$ cat src/sfs_pkg.sv
// sfs_pkg: shared types, field widths, operation codes and register indexes
// for the static friction sweep sequencer. no dependencies.
`default_nettype none

package sfs_pkg;

    localparam int PCT_W      = 7;
    localparam int SPL_W      = 5;
    localparam int DWELL_W    = 10;
    localparam int MAG_W      = 16;
    localparam int DRV_W      = 8;
    localparam int OP_W       = 2;
    localparam int CFG_IDX_W  = 3;
    localparam int CFG_DATA_W = 16;

    // operation codes of an input transaction
    localparam logic [OP_W-1:0] OP_START  = 2'd0;
    localparam logic [OP_W-1:0] OP_TICK   = 2'd1;
    localparam logic [OP_W-1:0] OP_SAMPLE = 2'd2;

    // configuration register indexes
    localparam logic [CFG_IDX_W-1:0] CFG_FIRST_LVL = 3'd0;
    localparam logic [CFG_IDX_W-1:0] CFG_LVL_INCR  = 3'd1;
    localparam logic [CFG_IDX_W-1:0] CFG_MAX_PCT   = 3'd2;
    localparam logic [CFG_IDX_W-1:0] CFG_SAMPLES   = 3'd3;
    localparam logic [CFG_IDX_W-1:0] CFG_DWELL     = 3'd4;
    localparam logic [CFG_IDX_W-1:0] CFG_THRESHOLD = 3'd5;

    // register values after reset
    localparam logic [PCT_W-1:0]   RST_FIRST_LVL = 7'd5;
    localparam logic [PCT_W-1:0]   RST_LVL_INCR  = 7'd1;
    localparam logic [PCT_W-1:0]   RST_MAX_PCT   = 7'd60;
    localparam logic [SPL_W-1:0]   RST_SAMPLES   = 5'd5;
    localparam logic [DWELL_W-1:0] RST_DWELL     = 10'd100;
    localparam logic [MAG_W-1:0]   RST_THRESHOLD = 16'd50;

    localparam logic [PCT_W-1:0] PCT_FULL = 7'd100;

    typedef logic [MAG_W-1:0] t_mag;

    // what one sort cell hands to its right neighbor
    typedef struct packed {
        logic gt;
        t_mag value;
    } t_link;

    // insertion command broadcast to every cell
    typedef struct packed {
        logic insert;
        t_mag mag;
    } t_cell_ctl;

endpackage

`default_nettype wire

$ cat src/sfs_ifs.sv
// sfs_ifs: valid/ready channel interfaces for input, result and configuration
// transactions. depends on sfs_pkg.
`default_nettype none

interface sfs_in_if import sfs_pkg::*; ();
    logic                    valid;
    logic                    ready;
    logic [OP_W-1:0]         operation;
    logic signed [MAG_W-1:0] bemf_sample;

    modport source (output valid, operation, bemf_sample, input ready);
    modport sink   (input valid, operation, bemf_sample, output ready);
endinterface

interface sfs_out_if import sfs_pkg::*; ();
    logic                    valid;
    logic                    ready;
    logic signed [DRV_W-1:0] drive_command;
    logic                    brake_motor;
    logic                    reset_encoder;
    logic                    sample_request;
    logic                    done_res;
    logic [PCT_W-1:0]        ks_positive;
    logic [PCT_W-1:0]        ks_negative;
    logic [PCT_W-1:0]        ks_average;
    logic                    measured;

    modport source (output valid, drive_command, brake_motor, reset_encoder,
                    sample_request, done_res, ks_positive, ks_negative,
                    ks_average, measured, input ready);
    modport sink   (input valid, drive_command, brake_motor, reset_encoder,
                    sample_request, done_res, ks_positive, ks_negative,
                    ks_average, measured, output ready);
endinterface

interface sfs_cfg_if import sfs_pkg::*; ();
    logic                  valid;
    logic                  ready;
    logic [CFG_IDX_W-1:0]  reg_index;
    logic [CFG_DATA_W-1:0] wr_data;

    modport source (output valid, reg_index, wr_data, input ready);
    modport sink   (input valid, reg_index, wr_data, output ready);
endinterface

`default_nettype wire

$ cat src/sfs_sort_cell.sv
// sfs_sort_cell: one slot of the sorted magnitude list. takes its left
// neighbor's value on insertion when that one is larger. depends on sfs_pkg.
`default_nettype none

module sfs_sort_cell import sfs_pkg::*; (
    input  wire logic      i_clk,
    input  wire t_cell_ctl i_ctl,
    input  wire logic      i_in_use,
    input  wire logic      i_at_end,
    input  wire t_link     i_left,
    output t_link          o_link
);

    t_mag r_value;
    t_mag n_value;
    logic own_gt;

    assign own_gt = i_in_use && (r_value > i_ctl.mag);

    always_comb begin
        n_value = r_value;
        if (i_ctl.insert) begin
            if (i_left.gt) begin
                n_value = i_left.value;
            end else if (i_at_end || own_gt) begin
                n_value = i_ctl.mag;
            end
        end
    end

    always_ff @(posedge i_clk) begin
        r_value <= n_value;
    end

    assign o_link.gt    = own_gt;
    assign o_link.value = r_value;

endmodule

`default_nettype wire

$ cat src/sfs_sort_chain.sv
// sfs_sort_chain: row of sort cells holding the magnitudes of the current
// level in ascending order, plus the median read port. depends on sfs_pkg.
`default_nettype none

module sfs_sort_chain import sfs_pkg::*; #(
    parameter int MAX_SAMPLES = 16,
    parameter int CW = $clog2(MAX_SAMPLES + 1),
    parameter int IW = (MAX_SAMPLES > 1) ? $clog2(MAX_SAMPLES) : 1
) (
    input  wire logic          i_clk,
    input  wire t_cell_ctl     i_ctl,
    input  wire logic [CW-1:0] i_count,
    input  wire logic [IW-1:0] i_med_idx,
    output t_mag               o_median
);

    t_link w_link [MAX_SAMPLES+1];
    t_mag  w_val  [MAX_SAMPLES];

    assign w_link[0] = '{gt: 1'b0, value: '0};

    for (genvar g = 0; g < MAX_SAMPLES; g++) begin : g_cell
        sfs_sort_cell u_cell (
            .i_clk    (i_clk),
            .i_ctl    (i_ctl),
            .i_in_use (CW'(g) < i_count),
            .i_at_end (CW'(g) == i_count),
            .i_left   (w_link[g]),
            .o_link   (w_link[g+1])
        );
        assign w_val[g] = w_link[g+1].value;
    end

    assign o_median = w_val[i_med_idx];

endmodule

`default_nettype wire

$ cat src/static_friction_sweep_sequencer_core.sv
// static_friction_sweep_sequencer_core: brake/settle/sweep sequencer with a
// sorted back-EMF cell chain. depends on sfs_pkg, sfs_ifs, sfs_sort_chain.
// an accepted input transaction is registered in the staging register and
// executes from there into the result register, waiting while that is held.
// throughput: one input transaction per cycle while the result register
// drains; each item executes out of the staging register.
// reset (synchronous, active low) clears the sequencer, the channel state and
// restores the configuration defaults; the sort cells are not cleared.
`default_nettype none

module static_friction_sweep_sequencer_core import sfs_pkg::*; #(
    parameter int MAX_SAMPLES          = 16,
    parameter int SETTLE_TICKS         = 200,
    parameter int SAMPLE_SPACING_TICKS = 5
) (
    input  wire logic i_clk,
    input  wire logic i_rst_n,
    sfs_in_if.sink    i_in_chan,
    sfs_out_if.source o_out_chan,
    sfs_cfg_if.sink   i_cfg_chan
);

    localparam int CW = $clog2(MAX_SAMPLES + 1);
    localparam int IW = (MAX_SAMPLES > 1) ? $clog2(MAX_SAMPLES) : 1;
    localparam int SW = $clog2(SETTLE_TICKS + 1);
    localparam int PW = $clog2(SAMPLE_SPACING_TICKS + 1);
    localparam int TA = (SW > DWELL_W) ? SW : DWELL_W;
    localparam int TW = (TA > PW) ? TA : PW;

    localparam logic [2:0] PH_IDLE   = 3'd0;
    localparam logic [2:0] PH_SETTLE = 3'd1;
    localparam logic [2:0] PH_DWELL  = 3'd2;
    localparam logic [2:0] PH_WAIT   = 3'd3;
    localparam logic [2:0] PH_SPACE  = 3'd4;
    localparam logic [2:0] PH_MID    = 3'd5;
    localparam logic [2:0] PH_DONE   = 3'd6;

    // configuration
    logic [PCT_W-1:0]   r_first_lvl;
    logic [PCT_W-1:0]   r_lvl_incr;
    logic [PCT_W-1:0]   r_max_pct;
    logic [SPL_W-1:0]   r_samples;
    logic [DWELL_W-1:0] r_dwell;
    t_mag               r_threshold;

    // input staging
    logic             r_busy;
    logic [OP_W-1:0]  r_op;
    logic [MAG_W-1:0] r_raw;

    // sequencer state
    logic [2:0]       r_phase,  n_phase;
    logic             r_rev,    n_rev;
    logic [PCT_W-1:0] r_level,  n_level;
    logic [TW-1:0]    r_timer,  n_timer;
    logic [CW-1:0]    r_taken,  n_taken;
    logic [PCT_W-1:0] r_fwd,    n_fwd;
    logic [PCT_W-1:0] r_revres, n_revres;

    // result register
    logic                    r_out_valid;
    logic signed [DRV_W-1:0] r_drive;
    logic                    r_brake;
    logic                    r_enc;
    logic                    r_req;
    logic                    r_done;
    logic [PCT_W-1:0]        r_ks_pos;
    logic [PCT_W-1:0]        r_ks_neg;
    logic [PCT_W-1:0]        r_ks_avg;
    logic                    r_measured;

    logic                    emit;
    logic signed [DRV_W-1:0] res_drive;
    logic                    res_brake;
    logic                    res_enc;
    logic                    res_req;
    logic                    res_done;
    logic [PCT_W-1:0]        res_ks_pos;
    logic [PCT_W-1:0]        res_ks_neg;
    logic [PCT_W-1:0]        res_ks_avg;
    logic                    res_measured;

    logic          out_free;
    logic          go;
    logic          in_accept;
    logic [CW-1:0] nsamp;
    logic [IW-1:0] med_idx;
    t_mag          median;
    t_mag          mag;
    t_cell_ctl     cell_ctl;
    logic          room;

    assign out_free  = !r_out_valid || o_out_chan.ready;
    assign go        = r_busy && out_free;
    assign in_accept = i_in_chan.valid && i_in_chan.ready;
    assign i_in_chan.ready  = !r_busy || go;
    assign i_cfg_chan.ready = 1'b1;

    // effective sample count, clamped to 1..MAX_SAMPLES
    always_comb begin
        if (r_samples == '0) begin
            nsamp = CW'(1);
        end else if (32'(r_samples) > 32'(MAX_SAMPLES)) begin
            nsamp = CW'(MAX_SAMPLES);
        end else begin
            nsamp = CW'(r_samples);
        end
    end

    assign med_idx = IW'(nsamp >> 1);
    assign mag     = r_raw[MAG_W-1] ? (~r_raw + 1'b1) : r_raw;
    assign room    = r_taken < CW'(MAX_SAMPLES);

    assign cell_ctl.insert = go && (r_op == OP_SAMPLE) && (r_phase == PH_WAIT) && room;
    assign cell_ctl.mag    = mag;

    sfs_sort_chain #(
        .MAX_SAMPLES (MAX_SAMPLES),
        .CW          (CW),
        .IW          (IW)
    ) u_chain (
        .i_clk     (i_clk),
        .i_ctl     (cell_ctl),
        .i_count   (r_taken),
        .i_med_idx (med_idx),
        .o_median  (median)
    );

    always_comb begin
        logic [TW-1:0]    t_inc;
        logic             start_sweep;
        logic             do_eval;
        logic             hit;
        logic             fail;
        logic [PCT_W-1:0] cand;
        logic [PCT_W-1:0] end_val;
        logic [PCT_W-1:0] step_eff;
        logic [PCT_W:0]   sum;
        logic [PCT_W-1:0] dmag;

        n_phase  = r_phase;
        n_rev    = r_rev;
        n_level  = r_level;
        n_timer  = r_timer;
        n_taken  = r_taken;
        n_fwd    = r_fwd;
        n_revres = r_revres;

        emit         = 1'b0;
        res_drive    = '0;
        res_brake    = 1'b0;
        res_enc      = 1'b0;
        res_req      = 1'b0;
        res_done     = 1'b0;
        res_ks_pos   = '0;
        res_ks_neg   = '0;
        res_ks_avg   = '0;
        res_measured = 1'b0;

        t_inc       = r_timer + 1'b1;
        start_sweep = 1'b0;
        do_eval     = 1'b0;
        hit         = 1'b0;
        fail        = 1'b0;
        cand        = r_first_lvl;
        end_val     = '0;
        step_eff    = (r_lvl_incr == '0) ? PCT_W'(1) : r_lvl_incr;
        sum         = {1'b0, r_level} + {1'b0, step_eff};
        dmag        = '0;

        case (r_op)
            OP_START: begin
                n_phase   = PH_SETTLE;
                n_rev     = 1'b0;
                n_level   = '0;
                n_timer   = '0;
                n_taken   = '0;
                n_fwd     = '0;
                n_revres  = '0;
                res_brake = 1'b1;
                emit      = 1'b1;
            end
            OP_TICK: begin
                case (r_phase)
                    PH_SETTLE, PH_MID: begin
                        n_timer = t_inc;
                        if (t_inc >= TW'(SETTLE_TICKS)) begin
                            res_enc     = (r_phase == PH_SETTLE);
                            start_sweep = 1'b1;
                            emit        = 1'b1;
                        end
                    end
                    PH_DWELL: begin
                        n_timer = t_inc;
                        if (t_inc >= TW'(r_dwell)) begin
                            res_req = 1'b1;
                            n_phase = PH_WAIT;
                            emit    = 1'b1;
                        end
                    end
                    PH_SPACE: begin
                        n_timer = t_inc;
                        if (t_inc >= TW'(SAMPLE_SPACING_TICKS)) begin
                            if (r_taken < nsamp) begin
                                res_req = 1'b1;
                                n_phase = PH_WAIT;
                            end else begin
                                do_eval = 1'b1;
                            end
                            emit = 1'b1;
                        end
                    end
                    default: begin
                    end
                endcase
            end
            OP_SAMPLE: begin
                if (r_phase == PH_WAIT) begin
                    if (room) begin
                        n_taken = r_taken + 1'b1;
                    end
                    n_timer = '0;
                    n_phase = PH_SPACE;
                end
            end
            default: begin
            end
        endcase

        if (start_sweep) begin
            cand    = r_first_lvl;
            fail    = r_first_lvl > r_max_pct;
            n_level = r_first_lvl;
        end else if (do_eval) begin
            hit  = median >= r_threshold;
            cand = sum[PCT_W-1:0];
            fail = sum > {1'b0, r_max_pct};
        end

        if (start_sweep || do_eval) begin
            if (hit || fail) begin
                // sweep over: brake and record the breakaway level
                end_val   = hit ? r_level : '0;
                res_drive = '0;
                res_brake = 1'b1;
                n_timer   = '0;
                if (!r_rev) begin
                    n_fwd   = end_val;
                    n_rev   = 1'b1;
                    n_phase = PH_MID;
                end else begin
                    n_revres     = end_val;
                    n_phase      = PH_DONE;
                    res_done     = 1'b1;
                    res_ks_pos   = r_fwd;
                    res_ks_neg   = end_val;
                    res_ks_avg   = PCT_W'(({1'b0, r_fwd} + {1'b0, end_val}) >> 1);
                    res_measured = (r_fwd != '0) && (end_val != '0);
                end
            end else begin
                // next drive level
                n_level   = cand;
                dmag      = (cand > PCT_FULL) ? PCT_FULL : cand;
                res_drive = r_rev ? -$signed({1'b0, dmag}) : $signed({1'b0, dmag});
                n_taken   = '0;
                n_timer   = '0;
                if (r_dwell == '0) begin
                    res_req = 1'b1;
                    n_phase = PH_WAIT;
                end else begin
                    n_phase = PH_DWELL;
                end
            end
        end
    end

    always_ff @(posedge i_clk) begin
        if (!i_rst_n) begin
            r_first_lvl <= RST_FIRST_LVL;
            r_lvl_incr  <= RST_LVL_INCR;
            r_max_pct   <= RST_MAX_PCT;
            r_samples   <= RST_SAMPLES;
            r_dwell     <= RST_DWELL;
            r_threshold <= RST_THRESHOLD;
        end else if (i_cfg_chan.valid && i_cfg_chan.ready) begin
            case (i_cfg_chan.reg_index)
                CFG_FIRST_LVL: r_first_lvl <= i_cfg_chan.wr_data[PCT_W-1:0];
                CFG_LVL_INCR:  r_lvl_incr  <= i_cfg_chan.wr_data[PCT_W-1:0];
                CFG_MAX_PCT:   r_max_pct   <= i_cfg_chan.wr_data[PCT_W-1:0];
                CFG_SAMPLES:   r_samples   <= i_cfg_chan.wr_data[SPL_W-1:0];
                CFG_DWELL:     r_dwell     <= i_cfg_chan.wr_data[DWELL_W-1:0];
                CFG_THRESHOLD: r_threshold <= i_cfg_chan.wr_data[MAG_W-1:0];
                default: begin
                end
            endcase
        end
    end

    always_ff @(posedge i_clk) begin
        if (!i_rst_n) begin
            r_busy <= 1'b0;
        end else if (in_accept) begin
            r_busy <= 1'b1;
        end else if (go) begin
            r_busy <= 1'b0;
        end
    end

    always_ff @(posedge i_clk) begin
        if (in_accept) begin
            r_op  <= i_in_chan.operation;
            r_raw <= i_in_chan.bemf_sample;
        end
    end

    always_ff @(posedge i_clk) begin
        if (!i_rst_n) begin
            r_phase  <= PH_IDLE;
            r_rev    <= 1'b0;
            r_level  <= '0;
            r_timer  <= '0;
            r_taken  <= '0;
            r_fwd    <= '0;
            r_revres <= '0;
        end else if (go) begin
            r_phase  <= n_phase;
            r_rev    <= n_rev;
            r_level  <= n_level;
            r_timer  <= n_timer;
            r_taken  <= n_taken;
            r_fwd    <= n_fwd;
            r_revres <= n_revres;
        end
    end

    always_ff @(posedge i_clk) begin
        if (!i_rst_n) begin
            r_out_valid <= 1'b0;
        end else if (go && emit) begin
            r_out_valid <= 1'b1;
        end else if (o_out_chan.ready) begin
            r_out_valid <= 1'b0;
        end
    end

    always_ff @(posedge i_clk) begin
        if (go && emit) begin
            r_drive    <= res_drive;
            r_brake    <= res_brake;
            r_enc      <= res_enc;
            r_req      <= res_req;
            r_done     <= res_done;
            r_ks_pos   <= res_ks_pos;
            r_ks_neg   <= res_ks_neg;
            r_ks_avg   <= res_ks_avg;
            r_measured <= res_measured;
        end
    end

    assign o_out_chan.valid          = r_out_valid;
    assign o_out_chan.drive_command  = r_drive;
    assign o_out_chan.brake_motor    = r_brake;
    assign o_out_chan.reset_encoder  = r_enc;
    assign o_out_chan.sample_request = r_req;
    assign o_out_chan.done_res       = r_done;
    assign o_out_chan.ks_positive    = r_ks_pos;
    assign o_out_chan.ks_negative    = r_ks_neg;
    assign o_out_chan.ks_average     = r_ks_avg;
    assign o_out_chan.measured       = r_measured;

    // a finished measurement always brakes and drops the drive
    a_done_brakes: assert property (@(posedge i_clk) disable iff (!i_rst_n)
        r_out_valid && r_done |-> r_brake && (r_drive == '0))
        else $error("done transaction without brake");

    // the sample count never runs past the cell chain
    a_taken_bound: assert property (@(posedge i_clk) disable iff (!i_rst_n)
        r_taken <= CW'(MAX_SAMPLES))
        else $error("sample count beyond chain length");

    // the measured flag needs both breakaway levels
    a_measured: assert property (@(posedge i_clk) disable iff (!i_rst_n)
        r_out_valid && r_measured |-> (r_ks_pos != '0) && (r_ks_neg != '0))
        else $error("measured set with a zero breakaway level");

    // a cell insertion only happens while a sample is awaited
    a_insert_wait: assert property (@(posedge i_clk) disable iff (!i_rst_n)
        cell_ctl.insert |=> (r_phase == PH_SPACE))
        else $error("insertion outside sample wait");

endmodule

`default_nettype wire

$ cat src/flat_wrapper.sv
// flat-port wrapper written by rule: the top's interface ports become plain ports
module static_friction_sweep_sequencer_core_flat import sfs_pkg::*;
#(
    parameter int MAX_SAMPLES          = 16,
    parameter int SETTLE_TICKS         = 200,
    parameter int SAMPLE_SPACING_TICKS = 5
)
  (i_clk, i_rst_n, i_in_chan_valid, i_in_chan_operation, i_in_chan_bemf_sample, i_in_chan_ready, o_out_chan_valid, o_out_chan_drive_command, o_out_chan_brake_motor, o_out_chan_reset_encoder, o_out_chan_sample_request, o_out_chan_done_res, o_out_chan_ks_positive, o_out_chan_ks_negative, o_out_chan_ks_average, o_out_chan_measured, o_out_chan_ready, i_cfg_chan_valid, i_cfg_chan_reg_index, i_cfg_chan_wr_data, i_cfg_chan_ready);
  sfs_in_if i_in_chan_i ();
  sfs_out_if o_out_chan_i ();
  sfs_cfg_if i_cfg_chan_i ();
  input  wire logic i_clk;
  input  wire logic i_rst_n;
  input wire logic [$bits(i_in_chan_i.valid)-1:0] i_in_chan_valid;
  input wire logic [$bits(i_in_chan_i.operation)-1:0] i_in_chan_operation;
  input wire logic [$bits(i_in_chan_i.bemf_sample)-1:0] i_in_chan_bemf_sample;
  output wire logic [$bits(i_in_chan_i.ready)-1:0] i_in_chan_ready;
  output wire logic [$bits(o_out_chan_i.valid)-1:0] o_out_chan_valid;
  output wire logic [$bits(o_out_chan_i.drive_command)-1:0] o_out_chan_drive_command;
  output wire logic [$bits(o_out_chan_i.brake_motor)-1:0] o_out_chan_brake_motor;
  output wire logic [$bits(o_out_chan_i.reset_encoder)-1:0] o_out_chan_reset_encoder;
  output wire logic [$bits(o_out_chan_i.sample_request)-1:0] o_out_chan_sample_request;
  output wire logic [$bits(o_out_chan_i.done_res)-1:0] o_out_chan_done_res;
  output wire logic [$bits(o_out_chan_i.ks_positive)-1:0] o_out_chan_ks_positive;
  output wire logic [$bits(o_out_chan_i.ks_negative)-1:0] o_out_chan_ks_negative;
  output wire logic [$bits(o_out_chan_i.ks_average)-1:0] o_out_chan_ks_average;
  output wire logic [$bits(o_out_chan_i.measured)-1:0] o_out_chan_measured;
  input wire logic [$bits(o_out_chan_i.ready)-1:0] o_out_chan_ready;
  input wire logic [$bits(i_cfg_chan_i.valid)-1:0] i_cfg_chan_valid;
  input wire logic [$bits(i_cfg_chan_i.reg_index)-1:0] i_cfg_chan_reg_index;
  input wire logic [$bits(i_cfg_chan_i.wr_data)-1:0] i_cfg_chan_wr_data;
  output wire logic [$bits(i_cfg_chan_i.ready)-1:0] i_cfg_chan_ready;
  assign i_in_chan_i.valid = i_in_chan_valid;
  assign i_in_chan_i.operation = i_in_chan_operation;
  assign i_in_chan_i.bemf_sample = i_in_chan_bemf_sample;
  assign i_in_chan_ready = i_in_chan_i.ready;
  assign o_out_chan_valid = o_out_chan_i.valid;
  assign o_out_chan_drive_command = o_out_chan_i.drive_command;
  assign o_out_chan_brake_motor = o_out_chan_i.brake_motor;
  assign o_out_chan_reset_encoder = o_out_chan_i.reset_encoder;
  assign o_out_chan_sample_request = o_out_chan_i.sample_request;
  assign o_out_chan_done_res = o_out_chan_i.done_res;
  assign o_out_chan_ks_positive = o_out_chan_i.ks_positive;
  assign o_out_chan_ks_negative = o_out_chan_i.ks_negative;
  assign o_out_chan_ks_average = o_out_chan_i.ks_average;
  assign o_out_chan_measured = o_out_chan_i.measured;
  assign o_out_chan_i.ready = o_out_chan_ready;
  assign i_cfg_chan_i.valid = i_cfg_chan_valid;
  assign i_cfg_chan_i.reg_index = i_cfg_chan_reg_index;
  assign i_cfg_chan_i.wr_data = i_cfg_chan_wr_data;
  assign i_cfg_chan_ready = i_cfg_chan_i.ready;
  static_friction_sweep_sequencer_core #(.MAX_SAMPLES(MAX_SAMPLES), .SETTLE_TICKS(SETTLE_TICKS), .SAMPLE_SPACING_TICKS(SAMPLE_SPACING_TICKS)) u_core (.i_clk(i_clk), .i_rst_n(i_rst_n), .i_in_chan(i_in_chan_i), .o_out_chan(o_out_chan_i), .i_cfg_chan(i_cfg_chan_i));
endmodule
$ cat config.mk
export PLATFORM = sky130hd
export DESIGN_NAME = static_friction_sweep_sequencer_core_flat
export DESIGN_NICKNAME = d
export VERILOG_FILES = /design/src/sfs_pkg.sv /design/src/sfs_ifs.sv /design/src/sfs_sort_cell.sv /design/src/sfs_sort_chain.sv /design/src/static_friction_sweep_sequencer_core.sv /design/src/flat_wrapper.sv
export SDC_FILE = /design/constraint.sdc
export NUM_CORES = 1
export LEC_CHECK = 0
export ABC_AREA = 1
export BUFFER_PORTS_ARGS = -buffer_cell sky130_fd_sc_hd__buf_2
export CORE_AREA = 2 2 193 195
export CTS_CLUSTER_DIAMETER = 40
export DETAILED_ROUTE_END_ITERATION = 6
export DIE_AREA = 0 0 195 197
export PLACE_DENSITY = 0.79
export SYNTH_ARGS = -nofsm -noshare
export SYNTH_HDL_FRONTEND = slang
export SYNTH_SLANG_ARGS = --single-unit
$ cat constraint.sdc
create_clock -name i_clk -period 10.44 [get_ports i_clk]
set_input_delay 0.522 -clock i_clk [delete_from_list [all_inputs] [get_ports i_clk]]
set_output_delay 0.522 -clock i_clk [all_outputs]
set_load 0.005 [all_outputs]
Word-level counts from Yosys, hierarchy flattened. Cells that the tools add are included.

Register bits after elaboration: 395. Bits of input ports: 42. Logic and storage cells: 333.

Add/subtract/negate cells: 6. $lt $le $gt $ge: 43. Equality and inequality tests: 33. Mux-type cells: 103. Bitwise gates (word level): 4. Reduce and logical (&&, ||, !) cells: 102.

Operator list (number): $mux 16 (33); $gt 16x16->1 (16); $mux 7 (14); $bmux 16 s4 (1); $reduce_and 2->1 (23); $eq 4x5->1 const A (8); $lt 4x5->1 const A (8); $reduce_bool 2->1 (17); $mux 1 (32); $mux 10 (3); $mux 5 (6); $pmux 10 s3 (1); $logic_and 1x1->1 (23); $eq 3x5->1 const A (4); $logic_or 1x1->1 (20); $lt 3x5->1 const A (4); $mux 3 (6); $add 16x1->16 const B (1); $add 7x7->8 (2); $ge 16x16->1 (1); $ne 4x2->1 const B (4); $not 16->16 (1); $reduce_bool 7->1 (2); $eq 3x2->1 const B (4); other kinds (44) (57).

Logic depth before layout (Yosys ltp). Gate-level depths: netlist of run 1.

Word-level depth: 14. Gate-level depth with buffers: 32.

Cells and area by module. Synthesis of run 1 repeated with hierarchy kept, for this count alone.

Cells, all modules: 3932. Area, all modules: 29388.2 um2.

By module, submodules not included: sfs_sort_cell (times used 16, cells each 128, area an instance 1108.6 um2); static_friction_sweep_sequencer_core (times used 1, cells each 1058, area an instance 8161.6 um2); sfs_sort_chain (times used 1, cells each 826, area an instance 3489.6 um2).

Worst setup path before layout of run 1. No wires, ideal clock.

Path type: register to register. Start: register u_core.r_raw[0]. End: register u_core.u_chain.g_cell[0].u_cell.r_value[0] (enable). Library setup time: 0.394 ns. Data arrival time: 4.335 ns. Data required time: 10.046 ns. Slack: 5.711 ns. Stages on the path, launching flop included: 23. Path buffers: 3. Clock period less this slack: 4.729 ns. Cell sequence: edfxtp_1 -> buf_2 -> clkbuf_1 -> inv_1 -> ha_1 -> inv_1 -> nor2_1 -> inv_1 -> nor3_1 -> inv_1 -> nor3_1 -> or2_2 -> xor2_1 -> inv_1 -> clkbuf_1 -> ha_1 -> nand2_1 -> nor4_1 -> nand2_1 -> a31oi_1 -> a211o_1 -> nand2_1 -> a21oi_1.

RTL lines: from (decl) (line static_friction_sweep_sequencer_core.sv:49) `logic [MAG_W-1:0] r_raw;`; from (signal assigned) (line static_friction_sweep_sequencer_core.sv:312) `r_raw <= i_in_chan.bemf_sample;`; to (signal assigned) (line sfs_sort_cell.sv:32) `r_value <= n_value;`; to (decl) (line sfs_sort_cell.sv:14) `t_mag r_value;`.

Worst setup path in the final report of run 1.
Start: register u_core.r_samples[4]. End: register u_core.r_ks_avg[5], in the netlist u_core.o_out_chan.ks_average[5], data pin.

Longest elaborated chain between the ends: 12.

RTL lines: from (decl) (line static_friction_sweep_sequencer_core.sv:42) `logic [SPL_W-1:0] r_samples;`; from (signal assigned) (line static_friction_sweep_sequencer_core.sv:290) `CFG_SAMPLES: r_samples <= i_cfg_chan.wr_data[SPL_W-1:0];`; $gt 5x5->1 (line static_friction_sweep_sequencer_core.sv:103) `end else if (32'(r_samples) > 32'(MAX_SAMPLES)) begin`; $mux 5 (line static_friction_sweep_sequencer_core.sv:103); $mux 5 * (line static_friction_sweep_sequencer_core.sv:101) `if (r_samples == '0) begin`; $not 4->5 (not written as such) / $lt 5x5->1 (equally long branches) (line sfs_sort_chain.sv:34, static_friction_sweep_sequencer_core.sv:204); $bmux 16 s4 / $mux 1 (equally long branches) (line sfs_sort_chain.sv:34, static_friction_sweep_sequencer_core.sv:204); $mux 16 (not written as such) / $mux 1 (equally long branches) (line sfs_sort_chain.sv:34, static_friction_sweep_sequencer_core.sv:203); $mux 16 (not written as such) / $mux 1 (equally long branches) (line sfs_sort_chain.sv:34, static_friction_sweep_sequencer_core.sv:184); $ge 16x16->1 / $mux 1 (equally long branches) (line static_friction_sweep_sequencer_core.sv:235, static_friction_sweep_sequencer_core.sv:171); $mux 1 (line static_friction_sweep_sequencer_core.sv:234) `end else if (do_eval) begin`; $mux 1 (line static_friction_sweep_sequencer_core.sv:230) `if (start_sweep) begin`; $mux 7 / $logic_or 1x1->1 (equally long branches) (line static_friction_sweep_sequencer_core.sv:243, static_friction_sweep_sequencer_core.sv:241); $add 7x7->8 / $reduce_and 3->1 (equally long branches); to (signal assigned) (line static_friction_sweep_sequencer_core.sv:355) `r_ks_avg <= res_ks_avg;`; to (decl) (line static_friction_sweep_sequencer_core.sv:69) `logic [PCT_W-1:0] r_ks_avg;`.

Mark *: on every way between the ends. The rest lies on a longest branch, timed or not. The select of a mux whose other input is x is not followed. A chain may end at the register's enable or synchronous reset.

==> results.sh, run 1 <==
export IMPL_arrival_ns=6.76
export IMPL_final_instance_count_excl_fill=2960
export IMPL_grt_pass1_wl_um=95030
export IMPL_p_total_mw=3.360
export IMPL_nFillCells=3046
export IMPL_async_flop_share_pct=0
export IMPL_rsz0062_at_grt="false"
export IMPL_die_w_um=195
export IMPL_insertion_delay_ns=0.57
export IMPL_cts_num_sinks=299
export IMPL_dp_hpwl_um=44480
export IMPL_synthesis_nets=2668
export IMPL_ys_types=62
export IMPL_syn_to_final_growth_pct=12.33
export IMPL_vias_per_cell=6.074
export IMPL_first_global_vias=17421
export IMPL_ant_nets=0
export IMPL_fin_util_pct=60.90
export IMPL_critical_path_top_delay_family="buffers and inverters"
export IMPL_yosysWarnings=0
export IMPL_yosys_cell_count_top_type="nand2_1"
export IMPL_power_leakage_nw=9.712
export IMPL_slowest_delay_ns=0.81
export IMPL_tns_ns=0
export IMPL_root_buffer="clkbuf_16"
export IMPL_nets=2723
export IMPL_crit_type="flop to flop"
export IMPL_setup_violations=0
export IMPL_hold_buffers=0
export IMPL_grt_usage_pct=32.08
export IMPL_crit_path_start_kind="flop"
export IMPL_die_area_um2=38420
export IMPL_crit_path_top_delay_cell="inv_1"
export IMPL_layout_drive_gt1_share_pct=9.310
export IMPL_fmax_ghz=0.1577
export IMPL_crit_fanout=89
export IMPL_required_ns=10.86
export IMPL_drv_cap=0
export IMPL_antenna_cells=0
export IMPL_clk_pin_slew_ns=0.06
export IMPL_synthTopCellsByCount="nand2_1 (445), o21ai_0 (320), inv_1 (313)"
export IMPL_placed_cells=2872
export IMPL_antenna_found_initial=0
export IMPL_synth_top_area_share_pct=32.38
export IMPL_io_pins=79
export IMPL_post_drt_wl_per_cell_um=20.86
export IMPL_portBuffers=77
export IMPL_cts_setup_buffers=0
export IMPL_core_um2=36260
export IMPL_reg2reg_slack_ns=4.10
export IMPL_cts_tree="built"
export IMPL_holdCritPathClass="input port to flop"
export IMPL_yosys_register_bits=299
export IMPL_grt_max_degree=90
export IMPL_synthesis_area_um2=19660
export IMPL_rows=70
export IMPL_synth_top_cell_by_area="edfxtp_1"
export IMPL_finClkSkew_ns=0.01484
export IMPL_start_util_pct=54.22
export IMPL_ir_drop_v=0.0001260
export IMPL_cp_num_buf_inv=6
export IMPL_drv_slew=0
export IMPL_status="complete, no violations"
export IMPL_vias=17980
export IMPL_ys_seq_area_share_pct=41.24
export IMPL_syn_area_per_cell_um2=8.195
export IMPL_clock_path_buffers=3
export IMPL_ctsHtreeMaxLevel=2
export IMPL_die_y_um=197
export IMPL_grt_overflow=0
export IMPL_gp_congestion=1.015
export IMPL_synth_edff_count=212
export IMPL_drt_drc_violations_left=0
export IMPL_cpMostUsedCell="inv_1"
export IMPL_synth_ff_type="edfxtp_1"
export IMPL_crit_path_end_kind="flop"
export IMPL_period_needed_ns=6.343
export IMPL_syn_inst=2399
export IMPL_relSlewSlack_pct=16.73
export IMPL_synthTopCellsByArea="edfxtp_1 (32%), ha_1 (14%), dfxtp_1 (8.9%), nand2_1 (8.5%), o21ai_0 (8.1%)"
export IMPL_drt_iter0_markers=1983
export IMPL_routed_wl_um=61740
export IMPL_p_per_area_nw_per_um2=152.2
export IMPL_cts_made_buffers=48
export IMPL_cts_resized=0
export IMPL_firstDrtPassIters=6
export IMPL_hold_viol_final=0
export IMPL_worst_slew_pin_slew_ns=1.248
export IMPL_finalCritPeriodShare_pct=60.76
## where the power goes
part / leakage, nW / switching (mW) / internal, mW
combinational: 6.30 / 0.282 / 0.130
sequential: 2.62 / 0.0131 / 1.30
clock: 0.789 / 0.611 / 1.03
total: 9.71 / 0.907 / 2.45
## area by class of cell
type | instances | area (um2) | area share [%]
multi-input cells | 1676 | 9936 | 44.99
flip-flops and latches | 299 | 8108 | 36.72
clock buffers | 54 | 1255 | 5.683
inverters | 326 | 1224 | 5.541
well taps | 468 | 585.6 | 2.652
repair buffers | 103 | 580.6 | 2.629
clock inverters | 34 | 394.1 | 1.785
## cells by family after synthesis
kind of cell               Yosys count  synth area share, %
adders and majority gates          227                14.52
DFF                                299                41.24
and+or+nand+nor                    774                16.82
other                                1              0.01908
AOI/OAI and AO/OA                  653                18.13
xor gates and xnor gates            20               0.9293
buffers and inverters              424                8.280
muxes                                1              0.05092
## state kept, by name (all words and copies together), names as in the netlist, 2 cells and up
register                              cells
u_core.r_max_pct                          7
u_core.r_op                               2
u_core.r_lvl_incr                         7
u_core.r_samples                          5
u_core.r_first_lvl                        7
u_core.r_dwell                           10
u_core.o_out_chan.ks_negative             7
u_core.r_level                            7
u_core.o_out_chan.drive_command           8
u_core.r_fwd                              7
u_core.r_phase                            3
u_core.r_raw                             16
u_core.u_chain.g_cell.u_cell.r_value    160
u_core.r_threshold                       16
u_core.r_timer                           10
u_core.r_taken                            5
u_core.o_out_chan.ks_positive             7
u_core.o_out_chan.ks_average              7
## per-stage QoR
step           worst slack [ns]  area [um2]  hold WS, ns
6_report                  4.097       22080       0.1314
5_1_grt                   3.476       22080       0.1160
4_1_cts                   4.306       22080       0.1101
3_5_place_dp              4.346       20430       0.4695
3_3_place_gp              4.522       20430       0.4541
2_1_floorplan             5.711       19660       0.4307
## layout by cell type, fill, tap and decap left out, types with 6 or more instances in the layout
cell type	Yosys	layout
a21oi_1	234	234
buf_2	5	77
buf_4	2	26
bufinv_16	0	6
clkbuf_16	0	49
clkinv_1	6	8
clkinvlp_4	0	7
dfxtp_1	87	87
edfxtp_1	212	212
ha_1	225	225
inv_1	313	313
inv_2	7	7
inv_6	0	7
nand2_1	445	445
nand2_2	7	7
nand3_1	105	105
nand4_1	32	32
nor2_1	123	122
nor3_1	28	27
nor4_1	12	12
o2111ai_1	8	8
o211ai_1	26	26
o21ai_0	320	320
o21ai_1	10	10
xor2_1	18	18
## final timing paths
kind | from | end | cells past startpoint
min reg2reg | u_core.r_fwd[0] | u_core.r_fwd[0] | 2
min | i_in_chan_bemf_sample[13] | u_core.r_raw[13] | 1
max | u_core.r_samples[4] | u_core.o_out_chan.ks_average[5] | 27
max reg2reg | u_core.r_samples[4] | u_core.o_out_chan.ks_average[5] | 27
## layer usage
metal | vias to the layer above | track usage, % | wire (um)
met5 | - | 0 | 0
met4 | 0 | 18.21 | 3720
met3 | 260 | 7.598 | 6754
met2 | 1036 | 51.88 | 27590
met1 | 8276 | 39.56 | 23680
li1 | 8408 | - | -
(Power assumes the default switching activity.)
==> inputs of run 2 (changes only) <==
Settings changed: PLACE_DENSITY 0.79 to 0.82.
Clock period 10.44 ns to 5.6 ns, I/O delays scaled along.
==> results.sh, run 2 (synthesis results as in run 1) <==
export IMPL_p_clk_share_pct=45.0
export IMPL_portBuffers=77
export IMPL_cts_setup_buffers=0
export IMPL_rsz0062_at_grt="false"
export IMPL_required_ns=5.76
export IMPL_crit_path_top_delay_cell="inv_1"
export IMPL_critical_path_top_delay_family="buffers and inverters"
export IMPL_routed_wl_um=60550
export IMPL_cts_resized=0
export IMPL_drt_iter0_markers=2323
export IMPL_crit_type="flop to flop"
export IMPL_cpMostUsedCell="inv_1"
export IMPL_layout_drive_gt1_share_pct=9.459
export IMPL_power_frac_comb_pct=13.0
export IMPL_hold_buffers=18
export IMPL_post_drt_wl_per_cell_um=20.28
export IMPL_rows=70
export IMPL_clock_path_buffers=3
export IMPL_slowest_delay_ns=0.63
export IMPL_holdCritPathClass="input port to flop"
export IMPL_cts_tree="built"
export IMPL_worst_slew_pin_slew_ns=1.223
export IMPL_finClkSkew_ns=0.03788
export IMPL_setup_violations=0
export IMPL_relSlewSlack_pct=18.35
export IMPL_ctsHtreeMaxLevel=2
export IMPL_reg_top3="u_core.u_chain.g_cell.u_cell.r_value x160, u_core.r_raw x16, u_core.r_threshold x16"
export IMPL_met1_length_um=23010
export IMPL_crit_fanout=16
export IMPL_drv_slew=0
export IMPL_seqPwrFrac_pct=42.1
export IMPL_start_util_pct=54.22
export IMPL_power_leakage_nw=9.755
export IMPL_ant_nets=0
export IMPL_crit_path_start_kind="flop"
export IMPL_fin_util_pct=61.05
export IMPL_vias_per_cell=6.065
export IMPL_intPower_mw=4.232
export IMPL_grt_pass1_wl_um=95430
export IMPL_placed_cells=2893
export IMPL_holdWs_ns=0.04084
export IMPL_dp_hpwl_um=44480
export IMPL_insertion_delay_ns=0.56
export IMPL_cts_made_buffers=41
export IMPL_nets=2755
export IMPL_nFillCells=3035
export IMPL_gp_congestion=1.004
export IMPL_status="complete, no violations"
export IMPL_tns_ns=0
export IMPL_arrival_ns=5.36
export IMPL_syn_to_final_growth_pct=12.60
export IMPL_root_buffer="clkbuf_16"
export IMPL_core_um2=36260
export IMPL_grt_max_degree=89
export IMPL_io_pins=79
export IMPL_die_w_um=195
export IMPL_pre_cts_ws_ns=0.7206
export IMPL_grt_usage_pct=31.67
export IMPL_cp_cell_sequence="nor3_2, inv_1, nor2_1, inv_1, nor3_1, inv_1, nor2_1, inv_1, o21ai_2, xor2_1, buf_4, inv_1, ha_1, nand2_1, nor3_1, nand2_1, o2111ai_1, nand2_1, buf_4, inv_1, o31ai_1, inv_1"
export IMPL_layout_commonest_cell="nand2_1"
export IMPL_drv_cap=0
export IMPL_place_area_um2=20600
export IMPL_largest_reg_flops=160
export IMPL_cp_num_buf_inv=9
export IMPL_vias=18105
export IMPL_p_sw_mw=1.578
export IMPL_hold_viol_final=0
export IMPL_clk_pin_slew_ns=0.06
export IMPL_grt_overflow=0
export IMPL_netSwitchingFraction_pct=27.17
export IMPL_wl_met3_um=6581
export IMPL_p_total_mw=5.810
export IMPL_antenna_found_initial=1
export IMPL_crit_path_end_kind="flop"
export IMPL_die_area_um2=38420
export IMPL_top_layer_used="met4"
export IMPL_worst_slack_ns=0.4007
export IMPL_layout_common_cells="nand2_1 (445), o21ai_0 (320), inv_1 (313)"
export IMPL_die_y_um=197
export IMPL_cts_num_sinks=299
export IMPL_fmax_ghz=0.1923
export IMPL_drt_drc_violations_left=0
export IMPL_ir_drop_v=0.0002471
export IMPL_first_global_vias=17452
export IMPL_finalCritPeriodShare_pct=92.84
export IMPL_final_area_um2=22140
export IMPL_p_per_area_nw_per_um2=262.5
export IMPL_firstDrtPassIters=6
export IMPL_dr_wl_met2_um=28140
export IMPL_final_instance_count_excl_fill=2985
export IMPL_period_needed_ns=5.199
export IMPL_regMostFlops="u_core.u_chain.g_cell.u_cell.r_value"
run 2: changes by cell type in the layout (fill, tap and decap cells not counted), sizes merged:
| cell | change |
|---|---|
| buf | +21 |
| dlygate4sd3 | +18 |
| bufinv | -4 |
| clkbuf | -4 |
| inv | -3 |
| clkinv | -2 |
| clkinvlp | -2 |
| diode | +1 |
run 2: path summary, 6_finish.rpt:
check,startpoint,to,slack [ns],cells after the start
max,u_core.r_raw[1],u_core.u_chain.g_cell[3].u_cell.r_value[14],0.40,22
min,i_cfg_chan_wr_data[11],u_core.r_threshold[11],0.04,3
max reg2reg,u_core.r_raw[1],u_core.u_chain.g_cell[3].u_cell.r_value[14],0.40,22
min reg2reg,u_core.r_fwd[0],u_core.r_fwd[0],0.47,2
run 2: worst min-delay path: stages:
cell	delay, ns
buf_2	0.09
o21ai_0	0.08
a21oi_1	0.10
run 2: final cells by class:
class	count	area [um2]	share of cell area [%]
Tap cell	468	585.6	2.645
Antenna cell	1	2.502	0.01130
Clock buffer	50	1142	5.161
Clock inverter	23	212.7	0.9609
Inverter	326	1224	5.528
Multi-Input combinational cell	1676	9931	44.86
Sequential cell	299	8108	36.63
Timing Repair Buffer	142	930.9	4.205
run 2: power by group through the flow:
stage,Combinational [mW],Sequential [mW],Clock (mW)
2_1_floorplan,0.475,2.48,0
3_3_place_gp,0.683,2.49,0
5_1_grt,0.839,2.45,2.71
4_1_cts,0.733,2.44,2.62
3_5_place_dp,0.715,2.49,0
6_report,0.753,2.44,2.61
run 2: per-layer routing:
layer | global-route usage, % | vias to the layer above
met2 | 52.63 | 1077
met3 | 6.246 | 216
met4 | 14.53 | 0
li1 | - | 8458
met5 | 0 | -
met1 | 40.02 | 8354
==> inputs of run 3 (changes only) <==
Settings changed: PLACE_DENSITY 0.82 to 0.79.
Clock period 5.6 ns to 6.2 ns, I/O delays scaled along.
==> results.sh, run 3 (synthesis results as in run 1) <==
export IMPL_status="complete, no violations"
export IMPL_tns_ns=0
export IMPL_holdCritPathClass="input port to flop"
export IMPL_critical_path_top_delay_family="buffers and inverters"
export IMPL_worst_slew_pin_slew_ns=0.9419
export IMPL_root_buffer="clkbuf_16"
export IMPL_vias_per_cell=6.043
export IMPL_vias=18074
export IMPL_rsz0062_at_grt="false"
export IMPL_layout_commonest_cell="nand2_1"
export IMPL_drv_cap=0
export IMPL_fmax_ghz=0.1795
export IMPL_p_total_mw=5.454
export IMPL_relSlewSlack_pct=37.13
export IMPL_antenna_cells=0
export IMPL_regMostFlops="u_core.u_chain.g_cell.u_cell.r_value"
export IMPL_die_area_um2=38420
export IMPL_io_pins=79
export IMPL_cp_num_cells=23
export IMPL_ff2ff_path_depth=23
export IMPL_layout_drive_gt1_share_pct=9.631
export IMPL_cts_tree="built"
export IMPL_cp_cell_sequence="buf_4, inv_1, ha_1, inv_1, nor2_1, inv_1, nor3_1, inv_1, nor3_1, nand3_1, nand2_1, xor2_1, buf_4, inv_1, ha_1, nand2_1, nor3_1, o21ai_0, o2111ai_1, nand2_1, o21ai_0, o21ai_0, inv_1"
export IMPL_drt_drc_violations_left=0
export IMPL_grt_usage_pct=31.80
export IMPL_cts_num_sinks=299
export IMPL_rows=70
export IMPL_nets=2755
export IMPL_reg2reg_slack_ns=0.63
export IMPL_crit_type="flop to flop"
export IMPL_p_sw_mw=1.493
export IMPL_power_frac_comb_pct=12.4
export IMPL_first_global_vias=17317
export IMPL_crit_path_end_kind="flop"
export IMPL_intPower_mw=3.961
export IMPL_fin_util_pct=61.39
export IMPL_period_needed_ns=5.572
export IMPL_clk_pin_slew_ns=0.06
export IMPL_arrival_ns=5.76
export IMPL_antenna_found_initial=0
export IMPL_grt_max_degree=89
export IMPL_layout_common_cells="nand2_1 (445), o21ai_0 (320), inv_1 (313)"
export IMPL_p_clk_share_pct=47.1
export IMPL_netSwitchingFraction_pct=27.37
export IMPL_r2r_end="u_core.u_chain.g_cell[8].u_cell.r_value[1]"
export IMPL_portBuffers=77
export IMPL_syn_to_final_growth_pct=13.23
export IMPL_insertion_delay_ns=0.57
export IMPL_ctsHtreeMaxLevel=2
export IMPL_clock_path_buffers=3
export IMPL_firstDrtPassIters=6
export IMPL_finalCritPeriodShare_pct=89.88
export IMPL_cpMostUsedCell="inv_1"
export IMPL_drt_iter0_markers=2234
export IMPL_drv_slew=0
export IMPL_cp_num_buf_inv=8
export IMPL_ant_nets=0
export IMPL_dp_hpwl_um=44850
export IMPL_die_w_um=195
export IMPL_hold_viol_final=0
export IMPL_routed_wl_um=61110
export IMPL_crit_path_start_kind="flop"
export IMPL_finClkSkew_ns=0.02657
export IMPL_largest_reg_flops=160
export IMPL_power_leakage_nw=9.818
export IMPL_start_util_pct=54.22
export IMPL_p_per_area_nw_per_um2=245.0
export IMPL_crit_fanout=22
export IMPL_gp_congestion=1.037
export IMPL_r2r_start="u_core.r_raw[0]"
export IMPL_seqPwrFrac_pct=40.4
export IMPL_cp_endpoint="u_core.u_chain.g_cell[8].u_cell.r_value[1]"
export IMPL_core_um2=36260
export IMPL_post_drt_wl_per_cell_um=20.43
export IMPL_slowest_delay_ns=0.55
export IMPL_cts_resized=0
export IMPL_ir_drop_v=0.0002086
export IMPL_crit_path_top_delay_cell="inv_1"
export IMPL_setup_violations=0
export IMPL_reg_top3="u_core.u_chain.g_cell.u_cell.r_value x160, u_core.r_raw x16, u_core.r_threshold x16"
export IMPL_cts_made_buffers=46
export IMPL_crit_start="u_core.r_raw[0]"
export IMPL_required_ns=6.39
export IMPL_grt_pass1_wl_um=95250
export IMPL_die_y_um=197
export IMPL_grt_overflow=0
export IMPL_holdWs_ns=0.01898
run 3: power by group through the flow:
stage	registers (mW)	clock network, mW	logic (mW)
2_1_floorplan	2.24	0	0.429
3_3_place_gp	2.24	0	0.616
3_5_place_dp	2.25	0	0.645
4_1_cts	2.20	2.58	0.660
5_1_grt	2.21	2.67	0.754
6_report	2.21	2.57	0.677
run 3: what timing repair did:
| item | 4_1_cts | 5_1_grt |
|---|---|---|
| hold buffers | 18 | 0 |
| endpoints found under the hold margin | 18 | 0 |
| buffers inserted | 0 | 0 |
run 3: metal layers:
layer | track usage [%] | wire length, um | up-vias
li1 | - | - | 8469
met1 | 40.93 | 23540 | 8257
met2 | 52.10 | 28000 | 1126
met3 | 5.236 | 6375 | 222
met4 | 16.00 | 3195 | 0
met5 | 0 | 0 | -
run 3: per-stage QoR:
| stage | std cells | instance area (um2) | setup WS, ns |
|---|---|---|---|
| floorplan | 2399 | 19660 | 1.471 |
| global placement | 2888 | 20550 | 1.063 |
| detailed placement | 2888 | 20550 | 0.9607 |
| CTS | 2991 | 22260 | 0.8937 |
| global route | 2991 | 22260 | 0.3093 |
| finish | 2991 | 22260 | 0.6277 |
run 3: how the worst min path moves through the flow:
stage	slack, ns	from	cells after the start	end
final	0.02	i_cfg_chan_wr_data[10]	3	u_core.r_threshold[10]
after CTS	0.0008	i_cfg_chan_wr_data[10]	3	u_core.r_threshold[10]
after global routing	0.03	i_in_chan_valid	3	u_core.r_busy
after global placement	0.45	u_core.r_fwd[0]	2	u_core.r_fwd[0]
after floorplan	0.41	i_in_chan_operation[0]	0	u_core.r_op[0]
after detailed placement	0.46	u_core.r_fwd[0]	2	u_core.r_fwd[0]
run 3: worst reg2reg max path, stage by stage (launching register included):
cell	delay [ns]
edfxtp_1	0.36
buf_4	0.24
inv_1	0.10
ha_1	0.14
inv_1	0.05
nor2_1	0.08
inv_1	0.08
nor3_1	0.26
inv_1	0.12
nor3_1	0.24
nand3_1	0.12
nand2_1	0.09
xor2_1	0.20
buf_4	0.23
inv_1	0.37
ha_1	0.46
nand2_1	0.05
nor3_1	0.38
o21ai_0	0.24
o2111ai_1	0.13
nand2_1	0.40
o21ai_0	0.19
o21ai_0	0.10
inv_1	0.55
run 3: cell type report:
class	count	area, um2
fillers	3125	14000
clock buffers	58	1291
well taps	468	585.6
repair buffers	137	880.8
flip-flops and latches	299	8108
multi-input cells	1676	9936
inverters	326	1224
clock inverters	27	235.2
